[src/hw/rtl/jlpq_pkg.sv]
// ============================================================================
// jlpq_pkg
// Shared constants, types and the prime logarithm table of the lattice
// pitch quantiser.
// ============================================================================
package jlpq_pkg;

  localparam int TABLE_DEPTH  = 4096;
  localparam int ADDR_W       = $clog2(TABLE_DEPTH);
  localparam int CNT_W        = ADDR_W + 1;
  localparam int MAX_EXPONENT = 20;
  localparam int FRAC_BITS    = 16;
  localparam int NUM_PRIMES   = 8;
  localparam int LIM_W        = 5;
  localparam int EXP_W        = LIM_W + 1;
  localparam int ENTRY_W      = 32;
  localparam int LOG_W        = 36;
  localparam int SUM_W        = 48;
  localparam int PITCH_W      = 21;
  localparam int OCT_W        = 16;
  localparam int SEMI_W       = 10;
  localparam int TGT_W        = ENTRY_W + 2;
  localparam int CFG_IDX_W    = 4;
  localparam int SHIFT_S      = 32 - FRAC_BITS;
  localparam int PITCH_LIMIT  = 10 << FRAC_BITS;

  // Q.32 base-two logarithm by truncating repeated squaring of the mantissa.
  function automatic logic [63:0] log2_q32(input logic [31:0] p);
    logic [63:0] m;
    logic [63:0] frac;
    int          n;
    int          i;
    n = 0;
    for (i = 0; i < 31; i++) begin
      if ((p >> (i + 1)) != 32'd0) n = i + 1;
    end
    m    = ({32'd0, p} << 31) >> n;
    frac = 64'd0;
    for (i = 0; i < 32; i++) begin
      m    = (m * m) >> 31;
      frac = frac << 1;
      if (m >= 64'h1_0000_0000) begin
        frac = frac | 64'd1;
        m    = m >> 1;
      end
    end
    return (64'(n) << 32) | frac;
  endfunction

  localparam logic [63:0] LOG_TAB [NUM_PRIMES] = '{
    64'h1_0000_0000, log2_q32(32'd3), log2_q32(32'd5), log2_q32(32'd7),
    log2_q32(32'd11), log2_q32(32'd13), log2_q32(32'd17), log2_q32(32'd19)
  };

  typedef struct packed {
    logic               we;
    logic [ADDR_W-1:0]  waddr;
    logic [ENTRY_W-1:0] wdata;
    logic [ADDR_W-1:0]  raddr;
  } mem_req_t;

  typedef enum logic [1:0] {G_IDLE, G_SETUP, G_FILL} gen_state_t;

  typedef enum logic [3:0] {
    S_IDLE, S_BUILD, S_LOAD, S_SIFT, S_RD_L, S_RD_R, S_CMP, S_EXT, S_EXT_A0,
    S_EXT_AI
  } sort_state_t;

  typedef enum logic [3:0] {
    T_IDLE, T_GEN, T_SORT, T_SRCH, T_SRCH_CMP, T_PICK, T_PREV, T_NEXT, T_ONE,
    T_REMAP, T_RBASE, T_RIDX, T_OUT
  } top_state_t;

endpackage

[src/hw/rtl/jlpq_sort.sv]
// ============================================================================
// jlpq_sort
// In-place heap sort over the table memory, sifting with a held value.
// ============================================================================
module jlpq_sort import jlpq_pkg::*; (
  input  logic               clk,
  input  logic               rst,
  input  logic               start,
  input  logic [CNT_W-1:0]   n,
  input  logic [ENTRY_W-1:0] rdata,
  output logic               done,
  output mem_req_t           req
);

  sort_state_t state, state_next;
  logic                      ext;
  logic [CNT_W-1:0]          n_q;
  logic [CNT_W-1:0]          i;
  logic [CNT_W-1:0]          size;
  logic [ADDR_W-1:0]         root;
  logic [ADDR_W-1:0]         best;
  logic signed [ENTRY_W-1:0] v;
  logic signed [ENTRY_W-1:0] lval;
  logic signed [ENTRY_W-1:0] bval;
  logic [CNT_W-1:0]          child;
  logic [CNT_W:0]            child1;

  assign child  = {root, 1'b1};
  assign child1 = {1'b0, child} + (CNT_W + 1)'(1);

  always_ff @(posedge clk) begin
    if (rst) state <= S_IDLE;
    else state <= state_next;
  end

  always_comb begin
    state_next = state;
    done       = 1'b0;
    req.we     = 1'b0;
    req.waddr  = root;
    req.wdata  = v;
    req.raddr  = '0;
    unique case (state)
      S_IDLE: if (start) state_next = S_BUILD;
      S_BUILD: begin
        if (i == '0) begin
          state_next = S_EXT;
        end else begin
          req.raddr  = ADDR_W'(i - CNT_W'(1));
          state_next = S_LOAD;
        end
      end
      S_LOAD: state_next = S_SIFT;
      S_SIFT: begin
        if (child < size) begin
          req.raddr  = child[ADDR_W-1:0];
          state_next = S_RD_L;
        end else begin
          req.we     = 1'b1;
          state_next = ext ? S_EXT : S_BUILD;
        end
      end
      S_RD_L: begin
        if (child1 < {1'b0, size}) begin
          req.raddr  = child1[ADDR_W-1:0];
          state_next = S_RD_R;
        end else begin
          state_next = S_CMP;
        end
      end
      S_RD_R: state_next = S_CMP;
      S_CMP: begin
        req.we = 1'b1;
        if (v >= bval) begin
          state_next = ext ? S_EXT : S_BUILD;
        end else begin
          req.wdata  = bval;
          state_next = S_SIFT;
        end
      end
      S_EXT: begin
        if (i == '0) begin
          done       = 1'b1;
          state_next = S_IDLE;
        end else begin
          state_next = S_EXT_A0;
        end
      end
      S_EXT_A0: begin
        req.raddr  = i[ADDR_W-1:0];
        state_next = S_EXT_AI;
      end
      S_EXT_AI: begin
        req.we     = 1'b1;
        req.waddr  = i[ADDR_W-1:0];
        req.wdata  = lval;
        state_next = S_SIFT;
      end
      default: state_next = S_IDLE;
    endcase
  end

  always_ff @(posedge clk) begin
    case (state)
      S_IDLE: begin
        if (start) begin
          n_q <= n;
          i   <= n >> 1;
          ext <= 1'b0;
        end
      end
      S_BUILD: begin
        if (i == '0) begin
          i   <= n_q - CNT_W'(1);
          ext <= 1'b1;
        end else begin
          root <= ADDR_W'(i - CNT_W'(1));
          size <= n_q;
          i    <= i - CNT_W'(1);
        end
      end
      S_LOAD: v <= rdata;
      S_RD_L: begin
        lval <= rdata;
        best <= child[ADDR_W-1:0];
        bval <= rdata;
      end
      S_RD_R: begin
        if ($signed(rdata) > lval) begin
          best <= child1[ADDR_W-1:0];
          bval <= rdata;
        end
      end
      S_CMP: if (!(v >= bval)) root <= best;
      S_EXT_A0: lval <= rdata;
      S_EXT_AI: begin
        v    <= rdata;
        root <= '0;
        size <= i;
        i    <= i - CNT_W'(1);
      end
      default: ;
    endcase
  end

endmodule

[config.mk]
export PLATFORM = sky130hd
export DESIGN_NAME = jlpq_sort
export DESIGN_NICKNAME = d
export VERILOG_FILES = /design/src/hw/rtl/jlpq_pkg.sv /design/src/hw/rtl/jlpq_sort.sv
export SDC_FILE = /design/constraint.sdc
export NUM_CORES = 1
export LEC_CHECK = 0
export ABC_AREA = 1
export BUFFER_PORTS_ARGS = -buffer_cell sky130_fd_sc_hd__buf_2
export CORE_MARGIN = 1
export CORE_UTILIZATION = 40
export CTS_CLUSTER_DIAMETER = 200
export DETAILED_ROUTE_END_ITERATION = 12
export GPL_TIMING_DRIVEN = 0
export MAX_ROUTING_LAYER = met4
export SYNTH_ARGS = -nofsm -noshare
export SYNTH_HDL_FRONTEND = slang
export SYNTH_SLANG_ARGS = --single-unit
[constraint.sdc]
create_clock -name clk -period 4.3 [get_ports clk]
set_input_delay 0 -clock clk [delete_from_list [all_inputs] [get_ports clk]]
set_output_delay 0 -clock clk [all_outputs]
set_load 0.005 [all_outputs]
==> summary.md <==
| Metric | Value |
|---|---|
| Outcome | `completed` |
| PD cells | `between 500 and 600 nW/µm²` |
| Pwr Total | `6.844 mW` |
| Row count | `58` |
| Tcrit/Tclk final | `between 80% and 90%` |
| Fmax | `260.5 MHz` |
| Yosys reg bits | `roughly 160` |
| Non-Filler Instances | `around 1600` |
| I/O Buffers | `105` |
| Critical Path AT | `3840 ps` |
| TritonCTS clock tree | `built` |
| Placed insts | `1567` |
| Measured slew at the worst slew-check pin | `approximately 1100 ps` |
| Share of layout cells above drive strength 1 | `between 10 and 15%` |
| RSZ-0062 raised after global routing | `false` |
| CP Max Fanout | `8` |
| Layout area overhead | `20.43%` |
| Worst vdd ir | `0.3059 mV` |
| Final Setup Violations | `0` |
| Setup tns final | `0 ps` |
| Synth area leaders | `edfxtp_1, ha_1, nand2_1` |
| Post-Synthesis Cell Area | `a little over 10000 µm²` |
| CTS clk-pin slew, worst paths | `70 ps` |
| Core area | `about 25000 µm²` |
| Post-CTS resize count | `0` |
| Clock network power share | `a little under a quarter` |
| # diodes | `0` |
| Critical path type | `reg2out` |
| Ports | `106` |
| CTS root buf | `clkbuf_16` |
| Combinational Power Share | `39.6%` |
| Maximum clock insertion buffer count | `2` |
| Post-Route WL | `approximately 28000 µm` |
| Sw Share | `39.79%` |
| Global-route wire length before repair | `between 40000 and 50000 µm` |
| Gate Count Post-Synth | `between 1000 and 1500` |
| Hold crit path type | `in2reg` |
| Int Pwr | `slightly above 4 mW` |
| Die H | `161.5 µm` |
| Endpoint class of the critical path | `primary output` |
| Residual DRC count | `0` |
| Syn Area/Cell | `9.016 µm²` |
| Post-layout min period | `3838 ps` |
| Max capacitance violation total | `0` |
| Vias/cell | `5.116` |
| Most frequent cells in the layout | `nand2_1, inv_1, edfxtp_1` |
| Gr usage total | `22.89%` |
| Synth Net Count | `about 1300` |
| CTS sink count | `164` |
| Leakage | `~5.4 nW` |
| Num CTS Buffers | `17` |
| Nets | `1442` |
| Initial core utilization | `roughly two fifths` |
| Vias | `around 8400` |
| DIE AREA | `26090 µm²` |
| Largest net degree at the start of global routing | `33` |
| Clock skew | `17.41 ps` |
| Slew Limit Fails | `0` |
| Worst hold slack | `~280 ps` |
| Routability cong. | `just over 0.9` |
| Number of antenna-violating nets in the routed design | `0` |
| Number of global-route vias before repair | `8073` |
| Relative slew margins | `28.09%` |
| DIE WIDTH | `161.5 µm` |
| Count of cell types in the netlist | `42` |
| H-tree depth | `4` |
| Yosys top cell by area | `edfxtp_1` |
| Pre-antenna DRT Iters | `5` |
| Cts hold-fix bufs | `47` |
| DR iter-0 viols | `724` |
| Main synth FF type | `edfxtp_1` |
| CP startpoint kind | `flop` |
| Critical Path RT | `4300 ps` |
| Initial antenna violation count | `0` |
| Net switching power | `2.723 mW` |
| Hold Fails Final Rpt | `0` |
| Final global-route overflow total | `0` |
| Synth top area share | `47.20%` |
| DR WL/cell | `17.20 µm` |
| Sequential power share | `37.4%` |
| Seq/Total Area, Yosys | `47.99%` |
| Number of flops mapped to enable cells by yosys | `160` |
| Yosys warns | `0` |
| Worst skew pair latency | `between 400 and 500 ps` |
| Post CTS Setup Buffer Count | `0` |
| Commonest non-fill, non-tap cell in the layout | `nand2_1` |
| Fraction of registers with async set/reset | `0%` |
| HPWL after DPL | `20960 µm` |
cells in the mapped netlist (5+ instances only):
cell type / instances
o21a_1: 5
nor2_4: 5
o211ai_1: 7
nand2_1: 230
buf_2: 7
o21bai_1: 33
nor4_1: 5
nor3_1: 12
nor2_1: 93
a21oi_1: 56
inv_2: 8
nand3_1: 21
edfxtp_1: 160
inv_1: 198
ha_1: 91
nand4_1: 17
o221ai_1: 7
xor2_1: 27
clkbuf_1: 14
o22ai_1: 31
o21ai_0: 61
power by group through the flow:
stage | registers, mW | logic [mW] | clock network (mW)
after floorplan | 2.50 | 1.75 | 0
after global placement | 2.59 | 2.56 | 0
after detailed placement | 2.58 | 2.65 | 0
after CTS | 2.55 | 2.70 | 1.59
after global routing | 2.61 | 3.01 | 1.65
final | 2.56 | 2.71 | 1.58
state kept, by name, summed over array words and instances, names as in the netlist:
signal  flops
v          32
bval       32
state       4
size       13
ext         1
best       12
lval       32
n_q        13
root       12
i          13
cells by family (layout without fill, tap and decap cells):
kind of cell	Yosys count	in the layout	share of synthesized area (%)
AOI/OAI and AO/OA	216	216	12.85
DFF	164	164	47.99
adders and majority gates	91	91	11.19
xor gates and xnor gates	29	29	2.495
and+or+nand+nor	397	397	16.55
buffers and inverters	232	418	8.937
worst paths after layout:
check                from  endpoint  slack [ps]  cells after the start
setup / recovery  root[0]    req[9]         460                     18
hold / removal       n[0]    n_q[0]         280                      2
setup reg to reg    v[31]   root[5]        1110                     11
hold reg to reg   best[5]   root[5]         540                      2
layout make-up:
class	count	area, µm²
buffer	26	136.4
multi-input combinational	733	4395
clock buffer	17	425.4
clock inverter	14	166.4
sequential	164	4885
tap	330	412.9
fill	2371	12780
timing repair buffer	155	1064
inverter	206	773.2
per-stage QoR:
| step | setup slack, ps | area, µm² | utilization (%) |
|---|---|---|---|
| after CTS | 479.4 | 12250 | 48.95 |
| after global placement | 173.9 | 11120 | 44.40 |
| final | 461.9 | 12260 | 48.96 |
| after detailed placement | 719.4 | 11190 | 44.70 |
| after floorplan | 1545 | 10180 | - |
| after global routing | 63.52 | 12260 | 48.96 |
critical path, cell delays in order (launching register included):
cell and delay, ps:
edfxtp_1 450, ha_1 220, nand2_1 60, nor2_1 220
nand3_1 170, nor2_1 220, nand2_1 100, xor2_1 280
inv_1 80, ha_1 290, a21o_1 160, nand2_1 50
nand3_1 70, nor2_1 190, nand2_1 240, inv_1 220
nand2_1 70, o211ai_1 150, buf_2 170
metal layers:
metal / global-route usage [%] / vias up / part of all wire [%]
met5: - / - / 0
met4: 8.405 / 0 / 2.6
met3: 2.773 / 43 / 5.1
met2: 35.11 / 261 / 45
met1: 31.10 / 3943 / 48
li1: - / 4168 / -
Note: power is estimated with default switching activity, not from simulation.
