<file path="src/hw/rtl/jlpq_pkg.sv">
// ============================================================================
// jlpq_pkg
// Shared constants, types and the prime logarithm table of the lattice
// pitch quantiser.
// ============================================================================
package jlpq_pkg;

  localparam int TABLE_DEPTH  = 4096;
  localparam int ADDR_W       = $clog2(TABLE_DEPTH);
  localparam int CNT_W        = ADDR_W + 1;
  localparam int MAX_EXPONENT = 20;
  localparam int FRAC_BITS    = 16;
  localparam int NUM_PRIMES   = 8;
  localparam int LIM_W        = 5;
  localparam int EXP_W        = LIM_W + 1;
  localparam int ENTRY_W      = 32;
  localparam int LOG_W        = 36;
  localparam int SUM_W        = 48;
  localparam int PITCH_W      = 21;
  localparam int OCT_W        = 16;
  localparam int SEMI_W       = 10;
  localparam int TGT_W        = ENTRY_W + 2;
  localparam int CFG_IDX_W    = 4;
  localparam int SHIFT_S      = 32 - FRAC_BITS;
  localparam int PITCH_LIMIT  = 10 << FRAC_BITS;

  // Q.32 base-two logarithm by truncating repeated squaring of the mantissa.
  function automatic logic [63:0] log2_q32(input logic [31:0] p);
    logic [63:0] m;
    logic [63:0] frac;
    int          n;
    int          i;
    n = 0;
    for (i = 0; i < 31; i++) begin
      if ((p >> (i + 1)) != 32'd0) n = i + 1;
    end
    m    = ({32'd0, p} << 31) >> n;
    frac = 64'd0;
    for (i = 0; i < 32; i++) begin
      m    = (m * m) >> 31;
      frac = frac << 1;
      if (m >= 64'h1_0000_0000) begin
        frac = frac | 64'd1;
        m    = m >> 1;
      end
    end
    return (64'(n) << 32) | frac;
  endfunction

  localparam logic [63:0] LOG_TAB [NUM_PRIMES] = '{
    64'h1_0000_0000, log2_q32(32'd3), log2_q32(32'd5), log2_q32(32'd7),
    log2_q32(32'd11), log2_q32(32'd13), log2_q32(32'd17), log2_q32(32'd19)
  };

  typedef struct packed {
    logic               we;
    logic [ADDR_W-1:0]  waddr;
    logic [ENTRY_W-1:0] wdata;
    logic [ADDR_W-1:0]  raddr;
  } mem_req_t;

  typedef enum logic [1:0] {G_IDLE, G_SETUP, G_FILL} gen_state_t;

  typedef enum logic [3:0] {
    S_IDLE, S_BUILD, S_LOAD, S_SIFT, S_RD_L, S_RD_R, S_CMP, S_EXT, S_EXT_A0,
    S_EXT_AI
  } sort_state_t;

  typedef enum logic [3:0] {
    T_IDLE, T_GEN, T_SORT, T_SRCH, T_SRCH_CMP, T_PICK, T_PREV, T_NEXT, T_ONE,
    T_REMAP, T_RBASE, T_RIDX, T_OUT
  } top_state_t;

endpackage

</file>
<file path="src/hw/rtl/jlpq_gen.sv">
// ============================================================================
// jlpq_gen
// Lattice enumerator: checks the lattice size and writes one unsorted entry
// per cycle, stepping the exponent odometer with precomputed sum deltas.
// ============================================================================
module jlpq_gen import jlpq_pkg::*; (
  input  logic                               clk,
  input  logic                               rst,
  input  logic                               start,
  input  logic [NUM_PRIMES-1:0][LIM_W-1:0]   limits,
  output logic                               done,
  output logic                               ok,
  output logic [CNT_W-1:0]                   count,
  output mem_req_t                           req
);

  gen_state_t               state;
  logic [3:0]               k;
  logic [LIM_W-1:0]         lim   [NUM_PRIMES];
  logic signed [EXP_W-1:0]  e     [NUM_PRIMES];
  logic signed [SUM_W-1:0]  delta [NUM_PRIMES];
  logic [CNT_W-1:0]         prod;
  logic                     big;
  logic signed [SUM_W-1:0]  span_q;
  logic signed [SUM_W-1:0]  prefix;
  logic signed [SUM_W-1:0]  total;
  logic [CNT_W-1:0]         j;

  logic [2:0]               kidx;
  logic [CNT_W+EXP_W-1:0]   prodm;
  logic [LIM_W+LOG_W:0]     span_raw;
  logic signed [SUM_W-1:0]  prefix_sum;
  logic signed [SUM_W-1:0]  rsh;
  logic [ENTRY_W-1:0]       entry;
  logic                     found;
  logic [2:0]               inc_k;

  assign kidx       = k[2:0];
  assign prodm      = prod * {lim[kidx], 1'b1};
  assign span_raw   = {lim[kidx], 1'b0} * LOG_TAB[kidx][LOG_W-1:0];
  assign prefix_sum = prefix + span_q;
  assign rsh        = (total + SUM_W'(1 << (SHIFT_S - 1))) >>> SHIFT_S;

  always_comb begin
    if (rsh > SUM_W'(signed'(32'h7FFF_FFFF))) entry = 32'h7FFF_FFFF;
    else if (rsh < -SUM_W'(signed'(64'h8000_0000))) entry = 32'h8000_0000;
    else entry = rsh[ENTRY_W-1:0];
  end

  // Lowest digit that can still count up.
  always_comb begin
    found = 1'b0;
    inc_k = 3'd0;
    for (int i = 0; i < NUM_PRIMES; i++) begin
      if (!found && (e[i] < $signed({1'b0, lim[i]}))) begin
        found = 1'b1;
        inc_k = 3'(i);
      end
    end
  end

  always_comb begin
    req.we    = (state == G_FILL);
    req.waddr = j[ADDR_W-1:0];
    req.wdata = entry;
    req.raddr = '0;
  end

  always_ff @(posedge clk) begin
    if (rst) begin
      state <= G_IDLE;
      done  <= 1'b0;
      ok    <= 1'b0;
      count <= CNT_W'(1);
    end else begin
      done <= 1'b0;
      unique case (state)
        G_IDLE: begin
          if (start) begin
            for (int i = 0; i < NUM_PRIMES; i++) begin
              lim[i] <= (limits[i] > LIM_W'(MAX_EXPONENT)) ? LIM_W'(MAX_EXPONENT)
                                                           : limits[i];
            end
            k      <= 4'd0;
            prod   <= CNT_W'(1);
            big    <= 1'b0;
            span_q <= '0;
            prefix <= '0;
            state  <= G_SETUP;
          end
        end
        G_SETUP: begin
          if (k < 4'(NUM_PRIMES)) begin
            if (prodm > (CNT_W + EXP_W)'(TABLE_DEPTH)) big <= 1'b1;
            else prod <= prodm[CNT_W-1:0];
            span_q      <= SUM_W'(span_raw);
            delta[kidx] <= SUM_W'(LOG_TAB[kidx][LOG_W-1:0]) - prefix_sum;
            prefix      <= prefix_sum;
            k           <= k + 4'd1;
          end else begin
            total <= -(prefix_sum >>> 1);
            if (big) begin
              done  <= 1'b1;
              ok    <= 1'b0;
              state <= G_IDLE;
            end else begin
              for (int i = 0; i < NUM_PRIMES; i++) e[i] <= -$signed({1'b0, lim[i]});
              j     <= '0;
              count <= prod;
              state <= G_FILL;
            end
          end
        end
        G_FILL: begin
          if (j == count - CNT_W'(1)) begin
            done  <= 1'b1;
            ok    <= 1'b1;
            state <= G_IDLE;
          end else begin
            j <= j + CNT_W'(1);
            for (int i = 0; i < NUM_PRIMES; i++) begin
              if (3'(i) < inc_k) e[i] <= -$signed({1'b0, lim[i]});
              else if (3'(i) == inc_k) e[i] <= e[i] + EXP_W'(1);
            end
            total <= total + delta[inc_k];
          end
        end
        default: state <= G_IDLE;
      endcase
    end
  end

endmodule

</file>
<file path="config.mk">
export PLATFORM = sky130hd
export DESIGN_NAME = jlpq_gen
export DESIGN_NICKNAME = d
export VERILOG_FILES = /design/src/hw/rtl/jlpq_pkg.sv /design/src/hw/rtl/jlpq_gen.sv
export SDC_FILE = /design/constraint.sdc
export NUM_CORES = 2
export LEC_CHECK = 0
export BUFFER_PORTS_ARGS = -buffer_cell sky130_fd_sc_hd__buf_2
export CAP_MARGIN = 20
export CELL_PAD_IN_SITES_DETAIL_PLACEMENT = 1
export CELL_PAD_IN_SITES_GLOBAL_PLACEMENT = 2
export CORE_ASPECT_RATIO = 1.4
export CORE_UTILIZATION = 25
export CTS_BUF_LIST = sky130_fd_sc_hd__clkbuf_16
export CTS_CLUSTER_DIAMETER = 40
export DETAILED_ROUTE_END_ITERATION = 16
export HOLD_SLACK_MARGIN = 0.02
export PLACE_DENSITY_LB_ADDON = 0.25
export REMOVE_ABC_BUFFERS = 1
export SETUP_SLACK_MARGIN = 0.2
export SLEW_MARGIN = 20
export SYNTH_ARGS = -nofsm -noshare
export SYNTH_HDL_FRONTEND = slang
export SYNTH_SLANG_ARGS = --single-unit
export TNS_END_PERCENT = 30
</file>
<file path="constraint.sdc">
create_clock -name clk -period 8 [get_ports clk]
set_input_delay 0.8 -clock clk [delete_from_list [all_inputs] [get_ports clk]]
set_output_delay 0.8 -clock clk [all_outputs]
set_load 0.05 [all_outputs]
</file>
==> results.json <==
{
  "outcome": "completed",
  "final_common_cell": "edfxtp_1",
  "crit_end": "total[46]",
  "worst_pin_slew_ns": 1.121,
  "core_area_um2": 177700,
  "maxCapViolations": 0,
  "cp.arrival_ns": 7.75,
  "drt.antenna.violating_nets": 0,
  "min_period_over_period_pct": 91.04,
  "power_density_nw_per_um2": 453.3,
  "regToRegStartpoint": "lim[2][2]",
  "syn_to_final_growth_pct": 15.52,
  "clockBufferDepth": 3,
  "hpwl_mm": 109.2,
  "drc": 0,
  "gp_congestion": 0.8364,
  "start_util_pct": 25.20,
  "synth-xor-area-share_pct": 5.687,
  "cts.sinks": 657,
  "synth_top_area_share_pct": 42.79,
  "crit_chain": "inv_1 > ha_1 > nand2_1 > o21ai_0 > a21oi_1 > or2_2 > or3_1 > a21oi_4 > buf_4 > buf_4 > buf_4 > o21ai_0 > ha_1 > nand4_1 > nor2_1 > nand2_1 > a31oi_1 > a31o_2 > a41o_1 > a221o_1 > a21oi_1 > o41ai_1 > xnor2_1 > mux2i_1",
  "crit_slowest_cell": "o41ai_1",
  "critPathCaptureType": "register",
  "dieWidth_um": 359.7,
  "synth_compound_area_share_pct": 12.92,
  "grt_max_degree": 119,
  "fmaxAchievable_ghz": 0.1373,
  "critPathKind": "reg2reg",
  "worstSetupStartpointType": "register",
  "post-route-min-period_ns": 7.283,
  "skew_ns": 0.03982,
  "timing.rr.end": "total[46]",
  "drt_wl_total_mm": 147.7,
  "cts_hold_buf": 0,
  "ios": 115,
  "fin_setup_tns_ns": 0,
  "hp-class": "in2reg",
  "numCtsBuffers": 111,
  "synthArstFlopShare_pct": 0,
  "grt_pass1_wl_mm": 226.8,
  "h-tree-depth": 3,
  "cts.reportedPaths.clkPinSlew_ns": 0.06,
  "clk_latency_ns": 0.74,
  "finalHoldViolations": 0,
  "nFillCells": 20240,
  "grt_overflow": 0,
  "peakVddDrop_mv": 0.2366,
  "first_iter_violations": 1338,
  "synth_area_um2": 44770,
  "reg2reg_slack_ns": 0.72,
  "final-setup-viol-count": 0,
  "ys.flop_type": "edfxtp_1",
  "drv_slew": 0,
  "p_leak_nw": 19.88,
  "io_buffers": 101,
  "cpMostUsedCell": "buf_4",
  "syn_avg_cell_area_um2": 9.700,
  "worstPathRequired_ns": 8.47,
  "die_h_um": 502.7,
  "vias": 33940,
  "synth_seq_cells": 657,
  "drt-pass1-iter-count": 4,
  "drive_gt1_share_pct": 9.382,
  "synth_top_cell_by_area": "edfxtp_1",
  "synth_warnings": 0,
  "grt_usage_pct": 16.33,
  "synth.area.top_cells": "edfxtp_1 (43%), ha_1 (7.4%), fa_1 (6.5%), nor2_1 (5.3%), nand2_1 (4.6%)",
  "rsz0062_at_grt": "true",
  "nNetsFinal": 5143,
  "cp_max_fo": 43,
  "antenna_found_initial": 4,
  "hold_ws_ns": 0.2856,
  "synth_edf_count": 638,
  "relSlewSlack_pct": 24.57,
  "syn_inst": 4616,
  "vias_per_cell": 4.781,
  "grt_pass1_vias": 36720,
  "synth.distinct_cells": 100,
  "reg2reg_depth": 24,
  "clockRootBuffer": "clkbuf_16",
  "cts_tree": "done",
  "rows": 183,
  "startpoint": "lim[2][2]",
  "die_area_um2": 180800,
  "synthAdderAreaFrac_pct": 13.93,
  "critical-path-max-stage-delay_ns": 0.56,
  "yosys.area_share.simple_pct": 17.99,
  "seq_area_frac_synth_pct": 43.64,
  "wl_per_cell_um": 20.80,
  "final_cell_mix": "edfxtp_1 (638), nor2_1 (634), nand2_1 (551)",
  "yosys-mux-area-fraction_pct": 1.311,
  "synth_top_family_by_area": "simple AND/OR/NAND/NOR gates"
}
==> cell usage after synthesis (22+ instances only) <==
library cell / count
o21ai_0: 272
a211oi_1: 25
fa_1: 146
and2_1: 88
nor4_1: 23
xnor2_1: 171
inv_1: 284
edfxtp_1: 638
clkbuf_1: 178
o21a_1: 32
nand2b_1: 29
a21o_1: 96
and3_1: 26
or3_1: 22
nor2b_1: 39
nor3_1: 66
nand3_1: 188
nand4_1: 47
o21bai_1: 26
nor2_1: 634
o211ai_1: 71
ha_1: 265
a21oi_1: 232
xor2_1: 116
buf_4: 26
nand2_1: 551
==> routing by layer <==
metal	up-vias	wire length, µm	GRT usage (%)
met3	194	3404	1.771
met5	-	0	0
met1	16980	63810	19.53
met2	397	76390	30.23
met4	0	4041	5.345
li1	16370	-	-
==> flip-flops by register name, indices dropped and copies added (netlist names), named ones only <==
name    flops
delta     384
e          48
total      48
prefix     47
span_q     41
lim        40
j          13
count      12
prod       12
k           4
state       2
big         1
done        1
ok          1
==> layout make-up <==
type	count	area, µm²	share of cell area (%)
clock inverter	96	895.9	1.732
multi-input combinational	3462	23380	45.20
antenna	1	2.502	0.004838
sequential	657	19540	37.78
timing repair buffer	169	1079	2.085
inverter	288	1085	2.097
tap	2312	2893	5.593
clock buffer	114	2853	5.515
==> worst min-delay path by stage <==
stage | startpoint | cells past startpoint | end | slack [ns]
2_1_floorplan | state[0] | 2 | state[0] | 0.45
3_3_place_gp | state[0] | 2 | state[0] | 0.46
6_report | limits[24] | 1 | lim[4][4] | 0.29
5_1_grt | limits[34] | 1 | lim[6][4] | 0.26
4_1_cts | limits[24] | 1 | lim[4][4] | 0.22
3_5_place_dp | state[0] | 2 | state[0] | 0.48
==> metrics by stage <==
| step | std cells | cell area [µm²] | setup slack (ns) | utilization, % | power (mW) |
|---|---|---|---|---|---|
| after detailed placement | 6888 | 47970 | 0.4990 | 27.00 | 18.92 |
| final | 7099 | 51720 | 0.7172 | 29.11 | 23.45 |
| after global routing | 7099 | 51720 | 0.07512 | 29.11 | 25.42 |
| after CTS | 7098 | 51720 | 0.4794 | 29.11 | 23.90 |
| after floorplan | 4407 | 43880 | -3.563 | - | 14.90 |
| after global placement | 6888 | 47970 | 0.4767 | 27.00 | 18.80 |
==> logic make-up (layout without fill, tap and decap cells) <==
| group | after synthesis | after routing |
|---|---|---|
| compound gates | 919 | 919 |
| xor+xnor | 289 | 289 |
| fa+ha+maj | 411 | 411 |
| buf+inv | 508 | 667 |
| flops | 657 | 657 |
| mux | 43 | 43 |
| other cells | 2 | 14 |
| simple gates | 1787 | 1787 |
==> critical path: cells and delay by family, from the launching register on <==
| family | cells | cell delay [ns] |
|---|---|---|
| AO/OA/AOI/OAI | 10 | 2.83 |
| XOR/XNOR | 1 | 0.18 |
| adder cells (fa/ha/maj) | 2 | 0.70 |
| buffers and inverters | 4 | 1.33 |
| flip-flops | 1 | 0.41 |
| multiplexers | 1 | 0.08 |
| AND/OR/NAND/NOR | 6 | 1.41 |
==> where the power goes <==
group	leakage [nW]	internal [mW]	switching, mW
clock	1.87	2.92	1.89
combinational	12.0	4.72	8.34
sequential	5.98	5.33	0.245
total	19.9	13.0	10.5
==> what timing repair did <==
item / CTS / global route
buffers inserted: 0 / 0
resized for setup: 0 / 1
hold endpoints to repair: 0 / 0
endpoints found under the setup margin: 0 / 3
Note: power is estimated with default switching activity, not from simulation.
